$ cat src/rtl/core/tsp_pkg.sv
// Package for the trapezoid setpoint profile: field widths, constants,
// register indexes and the structs between the top level and the tick reducer.
// Depends on nothing; every other file of the block uses it by scoped names.
package tsp_pkg;

  // Control ticks per second of profile time.
  localparam int unsigned TICK_RATE = 1000;

  // Field widths.
  localparam int unsigned SP_W     = 40;  // signed Q23.16 speed
  localparam int unsigned BASE_W   = 16;  // whole RPM
  localparam int unsigned SEC_W    = 10;  // segment length in seconds
  localparam int unsigned INC_W    = 32;  // unsigned Q16.16 step
  localparam int unsigned TICK_W   = 22;  // tick counter
  localparam int unsigned FRAC_W   = 16;  // fraction bits of the speeds
  localparam int unsigned CFG_IDX_W = 3;
  localparam int unsigned CFG_DAT_W = 32;
  localparam int unsigned BIT_IDX_W = 5;  // counts TICK_W - 1 down to 0

  // Arming window of 5 RPM in Q23.16.
  localparam logic signed [SP_W+1:0] NEAR_WINDOW = 42'sd5 <<< FRAC_W;

  // Saturation limits of the setpoint.
  localparam logic signed [SP_W-1:0] SP_MAX = {1'b0, {(SP_W-1){1'b1}}};
  localparam logic signed [SP_W-1:0] SP_MIN = {1'b1, {(SP_W-1){1'b0}}};

  // Register values after reset.
  localparam logic [BASE_W-1:0] BASE_SPEED_RST     = 16'd50;
  localparam logic [SEC_W-1:0]  RISE_SECONDS_RST   = 10'd10;
  localparam logic [SEC_W-1:0]  HOLD_SECONDS_RST   = 10'd5;
  localparam logic [SEC_W-1:0]  FALL_SECONDS_RST   = 10'd1;
  localparam logic [INC_W-1:0]  RISE_INCREMENT_RST = 32'd125;
  localparam logic [INC_W-1:0]  FALL_INCREMENT_RST = 32'd1245;

  // Configuration register indexes.
  typedef enum logic [CFG_IDX_W-1:0] {
    CFG_BASE_SPEED     = 3'd0,
    CFG_RISE_SECONDS   = 3'd1,
    CFG_HOLD_SECONDS   = 3'd2,
    CFG_FALL_SECONDS   = 3'd3,
    CFG_RISE_INCREMENT = 3'd4,
    CFG_FALL_INCREMENT = 3'd5
  } cfg_idx_t;

  // Request to the tick reducer: reduce tick modulo period.
  typedef struct packed {
    logic              start;
    logic [TICK_W-1:0] tick;
    logic [TICK_W-1:0] period;
  } red_req_t;

  // Status from the tick reducer.
  typedef struct packed {
    logic              busy;
    logic              done;
    logic [TICK_W-1:0] rem;
  } red_stat_t;

  // Seconds times the tick rate, as a tick count.
  function automatic logic [TICK_W-1:0] to_ticks(input logic [SEC_W+1:0] secs);
    to_ticks = TICK_W'(secs) * TICK_W'(TICK_RATE);
  endfunction

endpackage

$ cat src/rtl/core/tsp_ifs.sv
// Channel interfaces of the trapezoid setpoint profile: input ticks,
// result setpoints and configuration writes. Depends on tsp_pkg.
interface tsp_in_if;
  logic                             valid;
  logic                             ready;
  logic                             restart;
  logic signed [tsp_pkg::SP_W-1:0]  measured_speed;

  modport source (output valid, restart, measured_speed, input ready);
  modport sink   (input valid, restart, measured_speed, output ready);
endinterface

interface tsp_out_if;
  logic                             valid;
  logic                             ready;
  logic signed [tsp_pkg::SP_W-1:0]  speed_setpoint;

  modport source (output valid, speed_setpoint, input ready);
  modport sink   (input valid, speed_setpoint, output ready);
endinterface

interface tsp_cfg_if;
  logic                              valid;
  logic                              ready;
  logic [tsp_pkg::CFG_IDX_W-1:0]     index;
  logic [tsp_pkg::CFG_DAT_W-1:0]     data;

  modport source (output valid, index, data, input ready);
  modport sink   (input valid, index, data, output ready);
endinterface

$ cat src/rtl/core/tsp_tick_reduce.sv
// Restoring reducer that brings a tick count below a new period, one
// quotient bit per cycle. Depends on tsp_pkg.
module tsp_tick_reduce (
  input  logic               clk,
  input  logic               rst_n,
  input  tsp_pkg::red_req_t  req,
  output tsp_pkg::red_stat_t stat
);

  logic                           run_r, run_nxt;
  logic                           done_r, done_nxt;
  logic [tsp_pkg::BIT_IDX_W-1:0]  bit_r, bit_nxt;
  logic [tsp_pkg::TICK_W-1:0]     rem_r, rem_nxt;
  logic [2*tsp_pkg::TICK_W-2:0]   shifted;
  logic                           take;

  // Compare the remainder against the period shifted to the current bit.
  always_comb begin
    shifted = (2*tsp_pkg::TICK_W-1)'(req.period) << bit_r;
    take    = (2*tsp_pkg::TICK_W-1)'(rem_r) >= shifted;
  end

  // Step control: load on start, then walk the bits down to zero.
  always_comb begin
    run_nxt  = run_r;
    done_nxt = 1'b0;
    bit_nxt  = bit_r;
    rem_nxt  = rem_r;
    if (req.start) begin
      run_nxt = 1'b1;
      bit_nxt = tsp_pkg::BIT_IDX_W'(tsp_pkg::TICK_W - 1);
      rem_nxt = req.tick;
    end else if (run_r) begin
      if (take) begin
        rem_nxt = rem_r - shifted[tsp_pkg::TICK_W-1:0];
      end
      if (bit_r == '0) begin
        run_nxt  = 1'b0;
        done_nxt = 1'b1;
      end else begin
        bit_nxt = bit_r - 1'b1;
      end
    end
  end

  always_ff @(posedge clk) begin
    if (!rst_n) begin
      run_r  <= 1'b0;
      done_r <= 1'b0;
    end else begin
      run_r  <= run_nxt;
      done_r <= done_nxt;
    end
    bit_r <= bit_nxt;
    rem_r <= rem_nxt;
  end

  assign stat.busy = run_r | done_r;
  assign stat.done = done_r;
  assign stat.rem  = rem_r;

endmodule

$ cat src/rtl/core/trapezoid_setpoint_profile.sv
// Trapezoid setpoint profile: input register, one pass of setpoint logic,
// result register. One tick is taken every cycle while the result register
// does not stall and no configuration write is in progress. A configuration
// write holds off input from its own cycle until the tick reducer has brought
// the counter below the new period. Reset (rst_n, synchronous, active low)
// loads the register defaults and clears counter, setpoint and armed flag.
// Depends on tsp_pkg, tsp_ifs and tsp_tick_reduce.
module trapezoid_setpoint_profile (
  input  logic       clk,
  input  logic       rst_n,
  tsp_in_if.sink     in_ch,
  tsp_out_if.source  out_ch,
  tsp_cfg_if.sink    cfg_ch
);

  localparam int unsigned SP_W   = tsp_pkg::SP_W;
  localparam int unsigned TICK_W = tsp_pkg::TICK_W;

  // Configuration registers.
  logic [tsp_pkg::BASE_W-1:0] base_speed_r;
  logic [tsp_pkg::SEC_W-1:0]  rise_seconds_r, hold_seconds_r, fall_seconds_r;
  logic [tsp_pkg::INC_W-1:0]  rise_increment_r, fall_increment_r;

  // Segment ends in ticks, derived from the registers.
  logic [TICK_W-1:0] rise_end_r, hold_end_r, period_r;

  // Pipeline and profile state.
  logic                    s1_valid_r, s1_valid_nxt;
  logic                    s1_restart_r;
  logic signed [SP_W-1:0]  s1_meas_r;
  logic                    out_valid_r, out_valid_nxt;
  logic signed [SP_W-1:0]  sp_r, sp_nxt;
  logic                    armed_r, armed_nxt;
  logic [TICK_W-1:0]       tick_r, tick_nxt;
  logic [TICK_W-1:0]       red_r, red_nxt;
  logic                    cfg_wr_q_r;

  logic                    cfg_acc, in_acc, s2_adv, busy, reload, near;
  logic signed [SP_W-1:0]  base40;
  logic signed [SP_W+1:0]  diff;
  logic signed [SP_W:0]    sum_up, sum_dn;
  logic [TICK_W-1:0]       tick_base, tick_inc;

  tsp_pkg::red_req_t  red_req;
  tsp_pkg::red_stat_t red_stat;

  // Configuration port: always ready, unknown indexes are ignored.
  assign cfg_ch.ready = 1'b1;
  assign cfg_acc      = cfg_ch.valid;

  always_ff @(posedge clk) begin
    if (!rst_n) begin
      base_speed_r     <= tsp_pkg::BASE_SPEED_RST;
      rise_seconds_r   <= tsp_pkg::RISE_SECONDS_RST;
      hold_seconds_r   <= tsp_pkg::HOLD_SECONDS_RST;
      fall_seconds_r   <= tsp_pkg::FALL_SECONDS_RST;
      rise_increment_r <= tsp_pkg::RISE_INCREMENT_RST;
      fall_increment_r <= tsp_pkg::FALL_INCREMENT_RST;
    end else if (cfg_acc) begin
      unique case (tsp_pkg::cfg_idx_t'(cfg_ch.index))
        tsp_pkg::CFG_BASE_SPEED:     base_speed_r <= cfg_ch.data[tsp_pkg::BASE_W-1:0];
        tsp_pkg::CFG_RISE_SECONDS:   rise_seconds_r <= cfg_ch.data[tsp_pkg::SEC_W-1:0];
        tsp_pkg::CFG_HOLD_SECONDS:   hold_seconds_r <= cfg_ch.data[tsp_pkg::SEC_W-1:0];
        tsp_pkg::CFG_FALL_SECONDS:   fall_seconds_r <= cfg_ch.data[tsp_pkg::SEC_W-1:0];
        tsp_pkg::CFG_RISE_INCREMENT: rise_increment_r <= cfg_ch.data;
        tsp_pkg::CFG_FALL_INCREMENT: fall_increment_r <= cfg_ch.data;
        default: ;
      endcase
    end
  end

  // Segment ends are registered from the registers and follow them in the cycle after.
  always_ff @(posedge clk) begin
    if (!rst_n) begin
      rise_end_r <= tsp_pkg::to_ticks(12'(tsp_pkg::RISE_SECONDS_RST));
      hold_end_r <= tsp_pkg::to_ticks(12'(tsp_pkg::RISE_SECONDS_RST)
                                      + 12'(tsp_pkg::HOLD_SECONDS_RST));
      period_r   <= tsp_pkg::to_ticks(12'(tsp_pkg::RISE_SECONDS_RST)
                                      + 12'(tsp_pkg::HOLD_SECONDS_RST)
                                      + 12'(tsp_pkg::FALL_SECONDS_RST));
      cfg_wr_q_r <= 1'b0;
    end else begin
      rise_end_r <= tsp_pkg::to_ticks(12'(rise_seconds_r));
      hold_end_r <= tsp_pkg::to_ticks(12'(rise_seconds_r) + 12'(hold_seconds_r));
      period_r   <= tsp_pkg::to_ticks(12'(rise_seconds_r) + 12'(hold_seconds_r)
                                      + 12'(fall_seconds_r));
      cfg_wr_q_r <= cfg_acc;
    end
  end

  // The reducer keeps a copy of the counter taken modulo the period.
  assign red_req.start  = cfg_wr_q_r;
  assign red_req.tick   = tick_r;
  assign red_req.period = period_r;

  tsp_tick_reduce u_reduce (
    .clk   (clk),
    .rst_n (rst_n),
    .req   (red_req),
    .stat  (red_stat)
  );

  // A write in progress also blocks input, so no tick meets stale segment ends.
  assign busy = cfg_acc | cfg_wr_q_r | red_stat.busy;

  // Handshakes: the input register moves on when the result register frees.
  assign s2_adv      = s1_valid_r && (!out_valid_r || out_ch.ready);
  assign in_ch.ready = !busy && (!s1_valid_r || s2_adv);
  assign in_acc      = in_ch.valid && in_ch.ready;

  always_comb begin
    s1_valid_nxt = s1_valid_r;
    if (in_acc) begin
      s1_valid_nxt = 1'b1;
    end else if (s2_adv) begin
      s1_valid_nxt = 1'b0;
    end
    out_valid_nxt = out_valid_r;
    if (s2_adv) begin
      out_valid_nxt = 1'b1;
    end else if (out_ch.ready) begin
      out_valid_nxt = 1'b0;
    end
  end

  // Reload check and arming window.
  always_comb begin
    reload = s1_restart_r || (tick_r == '0) || !armed_r;
    base40 = SP_W'({base_speed_r, {tsp_pkg::FRAC_W{1'b0}}});
    diff   = (SP_W+2)'(base40) - (SP_W+2)'(s1_meas_r);
    near   = (diff > -tsp_pkg::NEAR_WINDOW) && (diff < tsp_pkg::NEAR_WINDOW);
  end

  // Setpoint update: reload to the base speed, or a saturating step by segment.
  always_comb begin
    sum_up = (SP_W+1)'(sp_r) + $signed({9'b0, rise_increment_r});
    sum_dn = (SP_W+1)'(sp_r) - $signed({9'b0, fall_increment_r});
    sp_nxt    = sp_r;
    armed_nxt = armed_r;
    if (reload) begin
      sp_nxt    = base40;
      armed_nxt = (armed_r && !s1_restart_r) || near;
    end else if (tick_r <= rise_end_r) begin
      if (sum_up[SP_W] != sum_up[SP_W-1]) begin
        sp_nxt = tsp_pkg::SP_MAX;
      end else begin
        sp_nxt = sum_up[SP_W-1:0];
      end
    end else if (tick_r <= hold_end_r) begin
      sp_nxt = sp_r;
    end else if (tick_r <= period_r) begin
      if (sum_dn[SP_W] != sum_dn[SP_W-1]) begin
        sp_nxt = tsp_pkg::SP_MIN;
      end else begin
        sp_nxt = sum_dn[SP_W-1:0];
      end
    end
  end

  // Counter advance, wrapping at the period; the reduced copy is below it.
  always_comb begin
    tick_base = reload ? '0 : red_r;
    tick_inc  = tick_base + 1'b1;
    if ((period_r == '0) || (tick_inc == period_r)) begin
      tick_nxt = '0;
    end else begin
      tick_nxt = tick_inc;
    end
    red_nxt = red_r;
    if (s2_adv) begin
      red_nxt = tick_nxt;
    end else if (red_stat.done) begin
      red_nxt = red_stat.rem;
    end
  end

  always_ff @(posedge clk) begin
    if (!rst_n) begin
      s1_valid_r  <= 1'b0;
      out_valid_r <= 1'b0;
      sp_r        <= '0;
      armed_r     <= 1'b0;
      tick_r      <= '0;
      red_r       <= '0;
    end else begin
      s1_valid_r  <= s1_valid_nxt;
      out_valid_r <= out_valid_nxt;
      red_r       <= red_nxt;
      if (s2_adv) begin
        sp_r    <= sp_nxt;
        armed_r <= armed_nxt;
        tick_r  <= tick_nxt;
      end
    end
    if (in_acc) begin
      s1_restart_r <= in_ch.restart;
      s1_meas_r    <= in_ch.measured_speed;
    end
  end

  assign out_ch.valid          = out_valid_r;
  assign out_ch.speed_setpoint = sp_r;

`ifndef SYNTH
  // The reduced counter stays below a nonzero period whenever ticks can enter.
  a_red_below_period: assert property (@(posedge clk) disable iff (!rst_n)
    (!busy && period_r != '0) |-> (red_r < period_r))
    else $error("reduced tick count not below period");

  // No tick enters while the counter is being reduced.
  a_no_accept_busy: assert property (@(posedge clk) disable iff (!rst_n)
    busy |-> !in_ch.ready)
    else $error("input ready during tick reduction");

  // A tick leaving the input register always shows up as a result.
  a_adv_to_out: assert property (@(posedge clk) disable iff (!rst_n)
    s2_adv |=> out_valid_r)
    else $error("advanced tick produced no result");

  // A reload tick presents the base speed.
  a_reload_base: assert property (@(posedge clk) disable iff (!rst_n)
    (s2_adv && reload) |=> (sp_r == $past(base40)))
    else $error("reload did not present base speed");

  // Restart without the arming window leaves the block disarmed.
  a_restart_disarm: assert property (@(posedge clk) disable iff (!rst_n)
    (s2_adv && s1_restart_r && !near) |=> !armed_r)
    else $error("restart did not clear armed flag");
`endif

endmodule
$ cat src/flat_wrapper.sv
// flat-port wrapper written by rule: the top's interface ports become plain ports
module trapezoid_setpoint_profile_flat 
  (clk, rst_n, in_ch_valid, in_ch_restart, in_ch_measured_speed, in_ch_ready, out_ch_valid, out_ch_speed_setpoint, out_ch_ready, cfg_ch_valid, cfg_ch_index, cfg_ch_data, cfg_ch_ready);
  tsp_in_if in_ch_i ();
  tsp_out_if out_ch_i ();
  tsp_cfg_if cfg_ch_i ();
  input  logic clk;
  input  logic rst_n;
  input wire logic [$bits(in_ch_i.valid)-1:0] in_ch_valid;
  input wire logic [$bits(in_ch_i.restart)-1:0] in_ch_restart;
  input wire logic [$bits(in_ch_i.measured_speed)-1:0] in_ch_measured_speed;
  output wire logic [$bits(in_ch_i.ready)-1:0] in_ch_ready;
  output wire logic [$bits(out_ch_i.valid)-1:0] out_ch_valid;
  output wire logic [$bits(out_ch_i.speed_setpoint)-1:0] out_ch_speed_setpoint;
  input wire logic [$bits(out_ch_i.ready)-1:0] out_ch_ready;
  input wire logic [$bits(cfg_ch_i.valid)-1:0] cfg_ch_valid;
  input wire logic [$bits(cfg_ch_i.index)-1:0] cfg_ch_index;
  input wire logic [$bits(cfg_ch_i.data)-1:0] cfg_ch_data;
  output wire logic [$bits(cfg_ch_i.ready)-1:0] cfg_ch_ready;
  assign in_ch_i.valid = in_ch_valid;
  assign in_ch_i.restart = in_ch_restart;
  assign in_ch_i.measured_speed = in_ch_measured_speed;
  assign in_ch_ready = in_ch_i.ready;
  assign out_ch_valid = out_ch_i.valid;
  assign out_ch_speed_setpoint = out_ch_i.speed_setpoint;
  assign out_ch_i.ready = out_ch_ready;
  assign cfg_ch_i.valid = cfg_ch_valid;
  assign cfg_ch_i.index = cfg_ch_index;
  assign cfg_ch_i.data = cfg_ch_data;
  assign cfg_ch_ready = cfg_ch_i.ready;
  trapezoid_setpoint_profile u_core (.clk(clk), .rst_n(rst_n), .in_ch(in_ch_i), .out_ch(out_ch_i), .cfg_ch(cfg_ch_i));
endmodule
$ cat config.mk
export PLATFORM = sky130hd
export DESIGN_NAME = trapezoid_setpoint_profile_flat
export DESIGN_NICKNAME = d
export VERILOG_FILES = /design/src/rtl/core/tsp_pkg.sv /design/src/rtl/core/tsp_ifs.sv /design/src/rtl/core/tsp_tick_reduce.sv /design/src/rtl/core/trapezoid_setpoint_profile.sv /design/src/flat_wrapper.sv
export SDC_FILE = /design/constraint.sdc
export NUM_CORES = 1
export LEC_CHECK = 0
export ABC_AREA = 1
export BUFFER_PORTS_ARGS = -buffer_cell sky130_fd_sc_hd__buf_2
export CAP_MARGIN = 20
export CORE_ASPECT_RATIO = 0.9
export CORE_UTILIZATION = 55
export CTS_BUF_LIST = sky130_fd_sc_hd__clkbuf_16
export DETAILED_ROUTE_END_ITERATION = 10
export PLACE_DENSITY = 0.83
export SLEW_MARGIN = 5
export SYNTH_ARGS = -nofsm -noshare
export SYNTH_HDL_FRONTEND = slang
export SYNTH_HIERARCHICAL = 1
export SYNTH_SLANG_ARGS = --single-unit
$ cat constraint.sdc
create_clock -name clk -period 7 [get_ports clk]
set_input_delay 0.35 -clock clk [delete_from_list [all_inputs] [get_ports clk]]
set_output_delay 0.35 -clock clk [all_outputs]
set_load 0.05 [all_outputs]
## Yosys cells after proc, flatten, opt, wreduce, memory -nomap -nowiden

Cells that the tools add are included.

- Register bits after elaboration: 334
- Logic and storage cells: 116
- Output and inout port bits: 43

- Order comparisons: 6
- Muxes and demuxes: 21
- Reductions and logical operators: 37
- Eq/ne operators: 9
- Bitwise logic cells: 6
- $add $sub $neg: 8
- Shifts and indexed selects: 1
- $mul: 3

Operators with widths:

| cell | number |
|---|---|
| two-way mux 40 bit | 6 |
| two-way mux 22 bit | 7 |
| less-or-equal comparator 22 bit | 3 |
| zero test 22 bit | 2 |
| >= comparator 22 x 43 -> 1 bit | 1 |
| left shift 22 x 5 -> 43 bit | 1 |
| greater-than comparator 42 x 20 -> 1 bit, second input constant | 1 |
| < comparator 42 x 20 -> 1 bit, second input constant | 1 |
| adder 40 x 33 -> 41 bit | 1 |
| subtractor 33 x 40 -> 41 bit | 1 |
| subtractor 40 x 33 -> 41 bit | 1 |
| multiplier 12 x 7 -> 19 bit, second input constant | 2 |
| adder 22 x 1 -> 22 bit, second input constant | 1 |
| == test 22 bit | 1 |
| subtractor 22 bit | 1 |
| AND reduction 2 bit | 9 |
| multiplier 10 x 7 -> 17 bit, second input constant | 1 |
| adder 12 x 10 -> 12 bit | 1 |
| adder 10 x 10 -> 11 bit | 1 |
| nonzero test 2 bit | 5 |
| two-way mux 1 bit | 8 |
| == test 3 x 2 -> 1 bit, second input constant | 2 |
| == test 3 bit, second input constant | 2 |
| logical OR 1 bit | 6 |
| other kinds (13) | 26 |

## Depth between registers and ports, before layout

Gate-level depths: netlist of run 1.

- Word-level depth: 9
- Gate-level depth with buffers: 32

## Hierarchy

The synthesis of run 1 kept the hierarchy.

By module, submodules not included:

| module | cells each | times used | area an instance (um^2) | sequential area each (um^2) |
|---|---|---|---|---|
| trapezoid_setpoint_profile | 3,622 | 1 | 25,579.5 | 6,296.0 |
| tsp_tick_reduce | 620 | 1 | 3,739.8 | 800.8 |

## Worst setup path after synthesis of run 1

Ideal clock, no wire load.

- Kind: flip-flop to flip-flop
- Start point: reg u_core/rise_seconds_r[2] (netlist name)
- End point: reg u_core.period_r[18]
- Arrival: 6.120 ns
- Setup slack: 0.758 ns
- Cell stages (with the launch flop): 32
- Cells stage by stage: dfxtp_1 ha_1 a21oi_1 nand2_1 xor2_1 inv_1 ha_1 nand2_1 o21ai_0 nand3_1 nand2_1 xor2_1 xor2_1 inv_1 fa_1 inv_1 fa_1 inv_1 fa_1 inv_1 ha_1 a21oi_1 o21ai_0 a21oi_1 o21bai_1 nand2_1 inv_1 o21a_1 nor2_1 o21ai_0 o21ai_0 a21oi_1

- Cells in the longest elaborated chain, start to end: 3

RTL lines:

| what | RTL line | text |
|---|---|---|
| start: declaration | trapezoid_setpoint_profile.sv:21 | `logic [tsp_pkg::SEC_W-1:0] rise_seconds_r, hold_seconds_r, fall_seconds_r;` |
| start signal: assignment | trapezoid_setpoint_profile.sv:54 | `rise_seconds_r <= tsp_pkg::RISE_SECONDS_RST;` |
| start signal: assignment | trapezoid_setpoint_profile.sv:62 | `tsp_pkg::CFG_RISE_SECONDS: rise_seconds_r <= cfg_ch.data[tsp_pkg::SEC_W-1:0];` |
| adder 10 x 10 -> 11 bit | trapezoid_setpoint_profile.sv:85 | `period_r <= tsp_pkg::to_ticks(12'(rise_seconds_r) + 12'(hold_seconds_r)` |
| adder 12 x 10 -> 12 bit | trapezoid_setpoint_profile.sv:86 | `+ 12'(fall_seconds_r));` |
| multiplier 12 x 7 -> 19 bit | tsp_pkg.sv:61 | `to_ticks = TICK_W'(secs) * TICK_W'(TICK_RATE);` |
| end signal: assignment | trapezoid_setpoint_profile.sv:78 | `period_r <= tsp_pkg::to_ticks(12'(tsp_pkg::RISE_SECONDS_RST)` |
| end signal: assignment | trapezoid_setpoint_profile.sv:85 |  |
| end: declaration | trapezoid_setpoint_profile.sv:25 | `logic [TICK_W-1:0] rise_end_r, hold_end_r, period_r;` |

Every way passes these cells.
A chain may end at the register's enable or synchronous reset.

## Final worst setup path of run 1

- Start point: reg u_core/rise_seconds_r[0] (netlist name)
- End point: reg u_core.period_r[20]

The elaborated chain is that of the path after synthesis.

==> results.json, run 1 <==
{
  "status": "finished clean",
  "tightest_slew_ns": 1.04,
  "critPathRequiredTime_ns": 7.50,
  "path_clk_slew_ns": 0.06,
  "grt_antenna_before_repair": 0,
  "grt_pass1_wl_microns": 150000,
  "synth_top_family_by_area": "simple AND/OR/NAND/NOR gates",
  "whs_path_depth": 3,
  "critPathLaunchType": "flip-flop",
  "ios": 124,
  "synthAdderAreaFrac_pct": 20.2,
  "synthCells": 4242,
  "start_util_pct": 56.2,
  "async_reset_ff_share_pct": 0,
  "worstHoldPathType": "in2reg",
  "synth.largest_area_cell": "dfxtp_1",
  "core_sq_um": 52200,
  "syn_area_per_cell_sq_um": 6.91,
  "dp_hpwl_microns": 72300,
  "worst_ir_drop_vdd_v": 0.000424,
  "yosys.area_share.simple_pct": 27.1,
  "final_common_cell": "nand2_1",
  "fin_crit_ns": 6.58,
  "hold_start": "cfg_ch_data[18]",
  "drc": 0,
  "die_w_microns": 245,
  "critPathCaptureType": "flip-flop",
  "cap_violations": 0,
  "overflow": 0,
  "grt_use_total_pct": 34.6,
  "ant_nets": 0,
  "yosysWarnings": 6,
  "arrival_ns": 7.08,
  "p_leak_nw": 16.1,
  "rows": 79,
  "cts_sinks": 323,
  "drtIter0Drc": 3444,
  "seqCellArea_sq_um": 7100,
  "grt_max_degree": 87,
  "post_cts_buffers": 0,
  "final_cell_mix": "nand2_1 (829), inv_1 (576), nor2_1 (476)",
  "synth_compound_area_share_pct": 16.0,
  "wl_microns": 95400,
  "vias": 29700,
  "max_freq_mhz": 152,
  "reg2reg_slack_ns": 0.42,
  "die_y_microns": 221,
  "clockBufferDepth": 3,
  "synth.distinct_cells": 62,
  "post-route-util_pct": 61.9,
  "max_stage_delay_ns": 0.54,
  "p_int_mw": 5.01,
  "report.final.slew_viol_count": 0,
  "wire_per_inst_microns": 18.7,
  "switching_power_mw": 4.01,
  "cts_tree": "yes",
  "synthXorXnorAreaFrac_pct": 2.90,
  "portBuffers": 122,
  "clk_latency_ns": 0.59,
  "ys_seq_area_share_pct": 24.2,
  "clockRootBuffer": "clkbuf_16",
  "rr_startpoint": "u_core/rise_seconds_r[0]",
  "swShare_pct": 44.5,
  "r2r_cells": 33,
  "multi_input_area_sq_um": 19500,
  "synth_edf_count": 63,
  "grt_pass1_vias": 27900,
  "synthFlopType": "dfxtp_1",
  "min_to": "u_core/rise_increment_r[18]",
  "slew_headroom_pct": 30.2,
  "diodes": 0,
  "place_congestion": 1.05,
  "synth_largest_type_area_fraction_pct": 17.8,
  "critPathSlowestCell": "fa_1",
  "crit_type": "reg2reg",
  "powerDensity_nw_per_um2": 279,
  "p_comb_share_pct": 52.9,
  "drive_above_1_share_pct": 7.69,
  "synth_area_leaders": "dfxtp_1 (18%), ha_1 (13%), nand2_1 (11%)",
  "synth_area_sq_um": 29300,
  "power_frac_seq_pct": 24.7,
  "rsz0062_at_grt": "no",
  "nets": 4873,
  "fin_worst_skew_ns": 0.0245,
  "ys_ff_latch": 323,
  "critPathMaxFanout": 6,
  "htreeDepth": 2,
  "viasPerCell": 5.83,
  "dr.pass1.iters": 6,
  "fin_setup_tns_ns": 0,
  "p_clk_share_pct": 22.5,
  "finalCritPeriodShare_pct": 94.0,
  "hold_violations": 0,
  "synth_mux_area_share_pct": 0.0384,
  "die_area_sq_um": 54200,
  "n_fill_cell": 4776,
  "numCtsBuffers": 38,
  "synthToLayoutAreaGrowth_pct": 10.2,
  "r2r_end": "u_core/period_r[20]",
  "finalSetupViolCount": 0
}
area by class of cell:
| type | count | area share (%) |
|---|---|---|
| clock buffers | 39 | 3.02 |
| flip-flops and latches | 323 | 22.0 |
| clock inverters | 31 | 0.833 |
| repair buffers | 208 | 4.32 |
| multi-input cells | 3217 | 60.3 |
| well taps | 688 | 2.66 |
| inverters | 591 | 6.88 |
repair_timing:
action                                  in CTS  in global routing
gates resized for setup                      0                 12
endpoints found under the setup margin       0                  6
hold endpoints to repair                    47                  0
hold buffers                                47                  0
per-stage QoR:
step | cell area [sq um] | worst slack (ns) | power (mW) | hold WS (ns) | std cells
CTS | 32300 | 0.226 | 8.95 | 0.00782 | 5097
detailed placement | 30600 | 0.256 | 6.87 | 0.449 | 4980
global route | 32300 | 0.0193 | 9.76 | 0.0387 | 5097
global placement | 30500 | 0.446 | 6.77 | 0.444 | 4979
floorplan | 29300 | 0.758 | 5.80 | 0.433 | 4247
finish | 32300 | 0.421 | 9.02 | 0.0224 | 5097
synthesized netlist by cell type, types with 2 or more instances:
cell         n
a211oi_1     8
a21boi_0     6
a21o_1      24
a21oi_1    377
a221oi_1     2
a22oi_1      4
a31oi_1     15
and2_1       3
buf_1        4
buf_2       20
buf_4        6
buf_6       10
clkbuf_1    75
clkinv_1     4
conb_1       2
dfxtp_1    260
edfxtp_1    63
fa_1       102
ha_1       311
inv_1      576
inv_2       10
nand2_1    830
nand2_2     15
nand3_1    304
nand3_2     29
nand3b_1     5
nand4_1     68
nand4_2      6
nor2_1     477
nor2_2       9
nor2_4       3
nor3_1      35
nor4_1      10
o2111ai_1    2
o211ai_1    17
o21a_1      27
o21ai_0    358
o21ai_1      5
o21bai_1    16
o22ai_1      3
o31ai_1      2
or2_2       24
xnor2_1     40
xor2_1      57
kinds of logic (layout without fill, tap and decap cells):
family	after synthesis	after routing
AND/OR/NAND/NOR	1828	1828
AO/OA/AOI/OAI	871	871
buffers and inverters	707	869
adder cells (fa/ha/maj)	413	413
flip-flops	323	323
XOR/XNOR	97	97
other	2	7
multiplexers	1	1
critical path, delay by kind of cell, from the launching register on:
| kind | cells | cell delay, ns |
|---|---|---|
| adders and majority gates | 8 | 3.01 |
| xor gates and xnor gates | 2 | 0.39 |
| buffers and inverters | 8 | 0.79 |
| DFF | 1 | 0.31 |
| and+or+nand+nor | 10 | 1.12 |
| AOI/OAI and AO/OA | 5 | 0.86 |
routing by layer:
layer | global-route usage, % | part of all wire, % | up-vias
met5 | 0 | 0 | -
met4 | 16.2 | 5.3 | 0
met3 | 5.23 | 9.1 | 297
met2 | 54.7 | 44 | 1531
met1 | 46.4 | 42 | 13600
li1 | - | - | 14300
worst max-delay path by stage:
stage                             start             endpoint
5_1_grt        u_core/rise_seconds_r[0]  u_core/period_r[18]
3_3_place_gp   u_core/rise_seconds_r[2]  u_core/period_r[20]
4_1_cts        u_core/rise_seconds_r[2]  u_core/period_r[20]
2_1_floorplan  u_core/rise_seconds_r[2]  u_core/period_r[18]
3_5_place_dp   u_core/rise_seconds_r[2]  u_core/period_r[20]
6_report       u_core/rise_seconds_r[0]  u_core/period_r[20]
flip-flops by register name (all words and copies together) (netlist names), 5 cells and up:
name                          count
u_core/out_ch.speed_setpoint     40
u_core/s1_meas_r                 40
u_core/fall_increment_r          32
u_core/rise_increment_r          32
u_core/red_r                     22
u_core/tick_r                    22
u_core/u_reduce/rem_r            22
u_core/hold_end_r                19
u_core/period_r                  19
u_core/rise_end_r                17
u_core/base_speed_r              16
u_core/fall_seconds_r            10
u_core/hold_seconds_r            10
u_core/rise_seconds_r            10
u_core/u_reduce/bit_r             5
power by group through the flow:
stage / combinational [mW] / sequential, mW / clock, mW
floorplan: 3.61 / 2.19 / 0
global placement: 4.51 / 2.25 / 0
detailed placement: 4.62 / 2.25 / 0
CTS: 4.69 / 2.21 / 2.05
global route: 5.41 / 2.23 / 2.12
finish: 4.77 / 2.22 / 2.03
Power figures use the tool's default switching activity.
==> run 2: changes to the inputs <==
CORE_UTILIZATION = 64   (was 55)
HOLD_SLACK_MARGIN = 0.1   (was default)
PLACE_DENSITY = 0.93   (was 0.83)
==> run 2 against run 1 <==
- sequential share of layout area down 0.097 points
- core utilization up 9.8 points
- die area down 14%
- clock skew up 0.0057 ns
- non-clock buffer count up 17
- setup slack worse by 0.023 ns
- global-route usage up 7.4 points
- largest cell class unchanged
- sequential power about the same
- critical path depth down 4
- hold slack better by 0.11 ns
==> results.json, run 2 (synthesis gave the netlist of run 1 again) <==
{
  "status": "finished clean",
  "whs_path_depth": 3,
  "cts_sinks": 323,
  "hold_violations": 0,
  "crit_buf_inv": 6,
  "setup_slack_ns": 0.398,
  "r2r_end": "u_core/period_r[18]",
  "clk_latency_ns": 0.59,
  "portBuffers": 122,
  "hold_start": "cfg_ch_data[1]",
  "synthToLayoutAreaGrowth_pct": 10.7,
  "critPathRequiredTime_ns": 7.48,
  "r2r_cells": 29,
  "grt_pass1_vias": 28800,
  "dr.pass1.iters": 9,
  "finalSetupViolCount": 0,
  "fin_setup_tns_ns": 0,
  "ios": 124,
  "critPathMaxFanout": 5,
  "rr_startpoint": "u_core/hold_seconds_r[0]",
  "core_sq_um": 45300,
  "grt_pass1_wl_microns": 152000,
  "finalCritPeriodShare_pct": 94.3,
  "clockBufferDepth": 3,
  "fin_worst_skew_ns": 0.0302,
  "path_delay_family": "adder cells",
  "n_fill_cell": 3589,
  "numCtsBuffers": 38,
  "dp_hpwl_microns": 72500,
  "overflow": 0,
  "min_to": "u_core/base_speed_r[1]",
  "cts_tree": "yes",
  "nets": 4890,
  "crit_type": "reg2reg",
  "vias": 30400,
  "htreeDepth": 2,
  "die_y_microns": 205,
  "multi_input_area_sq_um": 19500,
  "drc": 0,
  "reg2reg_slack_ns": 0.40,
  "cap_violations": 0,
  "cp.depth": 29,
  "final_cell_mix": "nand2_1 (829), inv_1 (577), nor2_1 (475)",
  "drive_above_1_share_pct": 7.82,
  "worstHoldPathType": "in2reg",
  "wire_per_inst_microns": 19.6,
  "final_cell_area_sq_um": 32400,
  "rsz0062_at_grt": "no",
  "fin_crit_ns": 6.60,
  "post-route-util_pct": 71.7,
  "critPathSlowestCell": "fa_1",
  "max_stage_delay_ns": 0.60,
  "path_clk_slew_ns": 0.07,
  "start_util_pct": 64.8,
  "p_leak_nw": 16.2,
  "place_congestion": 1.04,
  "tightest_slew_ns": 1.08,
  "drtIter0Drc": 3655,
  "max_freq_mhz": 151,
  "grt_max_degree": 85,
  "viasPerCell": 6.03,
  "report.final.slew_viol_count": 0,
  "seqCellArea_sq_um": 7100,
  "critPathLaunchType": "flip-flop",
  "slew_headroom_pct": 27.9,
  "grt_antenna_before_repair": 1,
  "rows": 74,
  "arrival_ns": 7.08,
  "die_area_sq_um": 46700,
  "ant_nets": 0,
  "final_common_cell": "nand2_1",
  "fin_hold_ws_ns": 0.134,
  "critPathCaptureType": "flip-flop",
  "die_w_microns": 228,
  "wl_microns": 98600,
  "preCtsSetupSlack_ns": 0.275,
  "grt_use_total_pct": 42.0,
  "powerDensity_nw_per_um2": 285,
  "place_area_sq_um": 30400,
  "worst_ir_drop_vdd_v": 0.000568,
  "clockRootBuffer": "clkbuf_16"
}
## run 2: timing repair
action,4_1_cts,5_1_grt
hold buffers,64,0
gates resized for setup,0,14
setup buffers,0,5
hold endpoints to repair,79,0
setup endpoints to repair,0,7
## run 2: how the worst max path moves through the flow
stage | startpoint | endpoint | slack (ns)
floorplan | u_core/rise_seconds_r[2] | u_core/period_r[18] | 0.76
global placement | u_core/rise_seconds_r[2] | u_core/period_r[18] | 0.49
detailed placement | u_core/rise_seconds_r[2] | u_core/period_r[20] | 0.27
CTS | u_core/rise_seconds_r[2] | u_core/period_r[20] | 0.15
global route | u_core/rise_seconds_r[1] | u_core/period_r[18] | 0.01
finish | u_core/hold_seconds_r[0] | u_core/period_r[18] | 0.40
## run 2: cell type report
| type | instances | area share [%] |
|---|---|---|
| flip-flops and latches | 323 | 21.9 |
| well taps | 608 | 2.34 |
| inverters | 591 | 6.84 |
| multi-input cells | 3217 | 60.1 |
| clock inverters | 30 | 0.956 |
| diodes | 2 | 0.0154 |
| clock buffers | 40 | 3.08 |
| repair buffers | 225 | 4.76 |
## run 2: stage by stage
stage                     total power [mW]  instances
after floorplan                       5.80       4247
after global placement                6.73       4893
after detailed placement              6.90       4893
after CTS                             9.07       5027
after global routing                  9.91       5035
final                                 9.25       5036
## run 2: worst register-to-register path: cells and delay by family (launching register included)
family          cells  cell delay, ns
compound gates      9            1.35
fa+ha+maj           8            3.44
xor+xnor            2            0.62
flops               1            0.33
simple gates        4            0.34
buf+inv             6            0.41
## run 2: power breakdown
part | switching, mW | internal [mW] | total, mW
clock network | 0.916 | 1.21 | 2.13
registers | 0.160 | 2.07 | 2.23
logic | 3.07 | 1.82 | 4.89
## run 2: per-layer routing
layer	track usage, %	vias up	share of wire [%]
li1	-	14300	-
met1	51.5	13800	38
met2	66.4	1810	44
met3	8.32	404	10
met4	29.1	0	7.4
met5	0	-	0
